`config.mk`:
```
export PLATFORM = sky130hd
export DESIGN_NAME = rau_ctrl
export DESIGN_NICKNAME = d
export VERILOG_FILES = /design/src/rau_pkg.sv /design/src/rau_ctrl.sv
export VERILOG_INCLUDE_DIRS = /design/src /design/src/src
export SDC_FILE = /design/constraint.sdc
export NUM_CORES = 1
export LEC_CHECK = 0
export CAP_MARGIN = 0
export CORE_AREA = 2 2 39 41
export CTS_CLUSTER_SIZE = 25
export DETAILED_ROUTE_END_ITERATION = 8
export DIE_AREA = 0 0 41 43
export DONT_BUFFER_PORTS = 1
export PLACE_DENSITY = 0.56
export SLEW_MARGIN = 20
export SYNTH_ARGS = -nofsm -noshare
export SYNTH_HDL_FRONTEND = slang
export SYNTH_SLANG_ARGS = --single-unit
```
`constraint.sdc`:
```
create_clock -name clk_i -period 3.8 [get_ports clk_i]
set_input_delay 0.57 -clock clk_i [delete_from_list [all_inputs] [get_ports clk_i]]
set_output_delay 0.57 -clock clk_i [all_outputs]
set_load 0.005 [all_outputs]
```
`src/assert_macros.svh`:
```
// Assertion macros used by the rational arithmetic unit RTL.
// Every macro samples on clk_i and is disabled while rst_ni is low.
`ifndef ASSERT_MACROS_SVH
`define ASSERT_MACROS_SVH

// Plain property check.
`define RAU_ASSERT(lbl, prop, msg) \
  lbl: assert property (@(posedge clk_i) disable iff (!rst_ni) prop) else $error(msg);

// Same-cycle implication.
`define RAU_ASSERT_IMP(lbl, ante, cons, msg) \
  `RAU_ASSERT(lbl, (ante) |-> (cons), msg)

// Next-cycle implication.
`define RAU_ASSERT_NXT(lbl, ante, cons, msg) \
  `RAU_ASSERT(lbl, (ante) |=> (cons), msg)

`endif

```
`src/rau_pkg.sv`:
```
// Package for the rational arithmetic unit: operation and status codes,
// controller/datapath command and status structs. No dependencies.
package rau_pkg;

  localparam logic [2:0] FN_ADD = 3'd0;
  localparam logic [2:0] FN_SUB = 3'd1;
  localparam logic [2:0] FN_MUL = 3'd2;
  localparam logic [2:0] FN_DIV = 3'd3;
  localparam logic [2:0] FN_INC = 3'd4;
  localparam logic [2:0] FN_DEC = 3'd5;
  localparam logic [2:0] FN_CMP = 3'd6;
  localparam logic [2:0] FN_RED = 3'd7;

  localparam logic [1:0] STAT_OK   = 2'd0;
  localparam logic [1:0] STAT_ZDEN = 2'd1;
  localparam logic [1:0] STAT_DIVZ = 2'd2;
  localparam logic [1:0] STAT_OVF  = 2'd3;

  localparam logic [1:0] MUL_P0 = 2'd0;
  localparam logic [1:0] MUL_P1 = 2'd1;
  localparam logic [1:0] MUL_P2 = 2'd2;

  localparam logic [6:0] DIV_STEPS = 7'd64;

  typedef struct packed {
    logic       load;
    logic       mul_en;
    logic [1:0] mul_sel;
    logic       comb;
    logic       gcd_step;
    logic       div_init;
    logic       div_den;
    logic       div_step;
    logic       div_store_num;
    logic       div_store_den;
    logic       fin;
  } cmd_t;

  typedef struct packed {
    logic err;
    logic gcd_done;
    logic div_done;
  } sts_t;

endpackage

```
`src/rau_ctrl.sv`:
```
// Controller of the rational arithmetic unit: sequencing state machine and
// output valid. Uses rau_pkg and assert_macros.svh.
`include "assert_macros.svh"

module rau_ctrl (
  input  logic          clk_i,
  input  logic          rst_ni,
  input  logic          in_valid_i,
  output logic          in_stall_o,
  output logic          out_valid_o,
  input  logic          out_stall_i,
  output rau_pkg::cmd_t cmd_o,
  input  rau_pkg::sts_t sts_i
);
  import rau_pkg::*;

  localparam logic [3:0] S_IDLE = 4'd0;
  localparam logic [3:0] S_MUL0 = 4'd1;
  localparam logic [3:0] S_MUL1 = 4'd2;
  localparam logic [3:0] S_MUL2 = 4'd3;
  localparam logic [3:0] S_COMB = 4'd4;
  localparam logic [3:0] S_GCD  = 4'd5;
  localparam logic [3:0] S_DIVN = 4'd6;
  localparam logic [3:0] S_DIVD = 4'd7;
  localparam logic [3:0] S_FIN  = 4'd8;

  logic [3:0] state_q, state_d;
  logic       out_valid_q, out_valid_d;
  logic       out_free, in_xfer;

  assign out_free   = !out_valid_q || !out_stall_i;
  assign in_stall_o = state_q != S_IDLE;
  assign in_xfer    = in_valid_i && !in_stall_o;

  always_comb begin
    cmd_o       = '0;
    state_d     = state_q;
    out_valid_d = out_valid_q && out_stall_i;
    case (state_q)
      S_IDLE: begin
        if (in_valid_i) begin
          cmd_o.load = 1'b1;
          state_d    = S_MUL0;
        end
      end
      S_MUL0: begin
        if (sts_i.err) begin
          state_d = S_FIN;
        end else begin
          cmd_o.mul_en  = 1'b1;
          cmd_o.mul_sel = MUL_P0;
          state_d       = S_MUL1;
        end
      end
      S_MUL1: begin
        cmd_o.mul_en  = 1'b1;
        cmd_o.mul_sel = MUL_P1;
        state_d       = S_MUL2;
      end
      S_MUL2: begin
        cmd_o.mul_en  = 1'b1;
        cmd_o.mul_sel = MUL_P2;
        state_d       = S_COMB;
      end
      S_COMB: begin
        cmd_o.comb = 1'b1;
        state_d    = S_GCD;
      end
      S_GCD: begin
        if (sts_i.gcd_done) begin
          cmd_o.div_init = 1'b1;
          state_d        = S_DIVN;
        end else begin
          cmd_o.gcd_step = 1'b1;
        end
      end
      S_DIVN: begin
        if (sts_i.div_done) begin
          cmd_o.div_store_num = 1'b1;
          cmd_o.div_init      = 1'b1;
          cmd_o.div_den       = 1'b1;
          state_d             = S_DIVD;
        end else begin
          cmd_o.div_step = 1'b1;
        end
      end
      S_DIVD: begin
        if (sts_i.div_done) begin
          cmd_o.div_store_den = 1'b1;
          state_d             = S_FIN;
        end else begin
          cmd_o.div_step = 1'b1;
        end
      end
      S_FIN: begin
        if (out_free) begin
          cmd_o.fin   = 1'b1;
          out_valid_d = 1'b1;
          state_d     = S_IDLE;
        end
      end
      default: begin
        state_d = S_IDLE;
      end
    endcase
  end

  always_ff @(posedge clk_i or negedge rst_ni) begin
    if (!rst_ni) begin
      state_q     <= S_IDLE;
      out_valid_q <= 1'b0;
    end else begin
      state_q     <= state_d;
      out_valid_q <= out_valid_d;
    end
  end

  assign out_valid_o = out_valid_q;

  `RAU_ASSERT_NXT(a_xfer_starts, in_xfer, state_q == S_MUL0, "transfer did not start work")
  `RAU_ASSERT_IMP(a_fin_free, cmd_o.fin, out_free, "result overwrites pending output")
  `RAU_ASSERT_IMP(a_rose_after_fin, $rose(out_valid_q), $past(state_q) == S_FIN, "valid without finish")

endmodule

```
==> summary.txt <==
Outcome
  – Outcome: complete, no violations

Clock tree
  – CTS clock-pin slew for the worst setup and hold paths: 40 ps
  – CTS tree: done
  – H-tree levels: 1
  – Resize count post-CTS: 0
  – Post-CTS Setup Bufs: 0
  – Clock sink count: 5
  – Root buffer cell: clkbuf_4
  – # hold bufs at CTS: 0
  – Clk_lat worst skew: 230 ps
  – Num CTS Buffers: 3
  – CTS max path bufs: 2

Die
  – Die Y: 43 um
  – I/O pin count: 21
  – Core Footprint: 1380 um^2
  – Die Width: 41 um
  – Die area: 1760 um^2
  – Row Count: 14
  – Initial Util: 0.297

Timing
  – Final Critical Period: 2010 ps
  – Setup violations, final: 0
  – Slew @ Worst Pin: 388 ps
  – Final count of pins violating max slew: 0
  – Max Fclk: 0.497 GHz
  – Final cycle utilization of the critical path: 0.529
  – Clock Skew: 1.79 ps
  – Hold Vio Cnt, Final: 0
  – RSZ-0062 raised after global routing: false
  – Worst slew margin: 0.741
  – Hold_ws: 29.5 ps
  – Setup TNS: 0 ps

Critical path
  – Buf/Inv on CP: 0
  – Worst setup path start: state_q[1]
  – Crit path max-delay family: simple AND/OR/NAND/NOR gates
  – Worst reg2reg startpoint: state_q[1]
  – R2R setup slack: 2280 ps
  – Type of the worst setup path: reg2out
  – Slowest stage cell, crit path: dfrtp_1
  – CP max FO: 10
  – WP data arrival: 1440 ps
  – Startpoint types: flip-flop
  – Worst path required time: 3230 ps
  – Worst path cell trace: nor2b_1 > nor3b_1
  – R2r endpoint: state_q[0]
  – Worst r2r path cells: 4
  – Crit end category: output port
  – Slowest stage delay, CP: 510 ps

Power and ir drop
  – Cell area power density: 876 nW/um^2
  – Worst vdd ir: 0.249 mV
  – Leak pwr: 0.180 nW

Drt
  – Wirelength, routed: 877 um
  – Routed WL per cell: 12.7 um
  – Detail Route Antenna Nets: 0
  – DR iter-0 viols: 7
  – DRC viols: 0
  – Drt pass-1 iters: 4
  – Via count: 347
  – Vias per cell: 5.03

GRT
  – Pin count of the biggest net entering global routing: 11
  – Grt ovf: 0
  – First-pass GRT wire length: 1.25 mm
  – Vias in the first global route: 316
  – Initial antenna violation count: 0
  – Total GRT Usage: 0.113

Placement
  – IO Port Bufs: 0
  – Dpl hpwl: 713 um
  – Routability cong.: 0.657
  – Placed instance area: 399 um^2

Worst hold path
  – HP Class: in2async

Final layout
  – Nets: 61
  – Area grow syn2layout: 3.66%
  – Share of post-route cells with drive strength above 1: 0.113
  – Most common cell after layout, fill and taps aside: nand2_1
  – Design area: 425 um^2
  – Most frequent cells in the layout: nand2_1 (7), nor3_1 (6), dfrtp_1 (5), nor2_1 (4)
  – # diodes: 0

Logic synthesis
  – Avg Cell Area, Syn: 7.74 um^2
  – Synth warnings: 0
  – Biggest area consumer among synthesized cells: dfrtp_1
  – Synth area leaders: dfrtp_1 (30%), nor3_1 (7.3%), nand2_1 (6.4%), nand2b_1 (4.6%), nor2b_1 (4.6%)
  – Synth unique cells: 25
  – Yosys reg bits: 5
  – Sequential element share of the synthesized area: 0.305
  – Top cell type's share of synthesized area: 0.305
  – Syn_nets: 60
  – Cells after synthesis: 53
  – Mapped Area: 410 um^2

Flow run
  – Max cap viols: 0
[cell families after synthesis]
logic type             after synthesis  share of synthesized area
AND/OR/NAND/NOR                     29                      0.378
multiplexers                         1                     0.0274
AO/OA/AOI/OAI                       11                      0.186
flip-flops                           5                      0.305
buffers and inverters                7                      0.104
[sequential cells by signal, summed over array words and instances, names as in the netlist]
name / flops
out_valid_o: 1
state_q: 4
[stage by stage]
step / worst slack, ps / std cells / total power, mW / utilization
after floorplan: 2080 / 53 / 0.300 / -
after CTS: 1760 / 69 / 0.378 / 0.307
after detailed placement: 2020 / 65 / 0.316 / 0.288
after global placement: 2030 / 65 / 0.314 / 0.288
final: 1790 / 69 / 0.373 / 0.307
after global routing: 1660 / 69 / 0.415 / 0.307
[area by class of cell]
type | count | area (um^2)
fill | 162 | 958
sequential | 5 | 125
multi-input combinational | 41 | 243
inverter | 3 | 11.3
clock buffer | 4 | 26.3
tap | 16 | 20.0
[per-layer routing]
| layer | global-route usage | vias up | wire (um) |
|---|---|---|---|
| met3 | 0.0314 | 2 | 56 |
| met2 | 0.166 | 11 | 451 |
| met4 | 0.100 | 0 | 10 |
| met5 | 0 | - | 0 |
| li1 | - | 182 | - |
| met1 | 0.125 | 152 | 358 |
[synthesized netlist by cell type]
cell type,count
nand2_1,7
nor3_1,6
dfrtp_1,5
nor2_1,4
a21oi_1,3
inv_1,3
nand2b_1,3
nor2b_1,3
buf_4,2
o21ai_0,2
a211oi_1,1
a22oi_1,1
and2_1,1
and3_1,1
buf_2,1
buf_6,1
mux2_1,1
nand2b_4,1
nand4_1,1
nor2_2,1
nor3b_1,1
o21a_1,1
o21bai_1,1
o221ai_2,1
o22ai_1,1
[where the power goes]
group	internal, mW	switching, mW	leakage, nW	total, mW
logic	0.0781	0.105	0.102	0.183
clock network	0.0395	0.0186	0.0150	0.0581
registers	0.0777	0.0536	0.0634	0.131
[worst max path at each step]
| stage | end | slack [ps] | cells after the start |
|---|---|---|---|
| floorplan | cmd_o[4] | 2080 | 4 |
| CTS | cmd_o[4] | 1760 | 2 |
| detailed placement | cmd_o[4] | 2020 | 2 |
| global route | cmd_o[2] | 1660 | 2 |
| global placement | cmd_o[4] | 2030 | 2 |
| finish | cmd_o[2] | 1790 | 2 |
[worst register-to-register path, stage by stage (launching register included)]
cell,delay [ps]
dfrtp_1,470
nand2b_4,190
o21a_1,200
o221ai_2,160
mux2_1,360
Power figures use the tool's default switching activity.
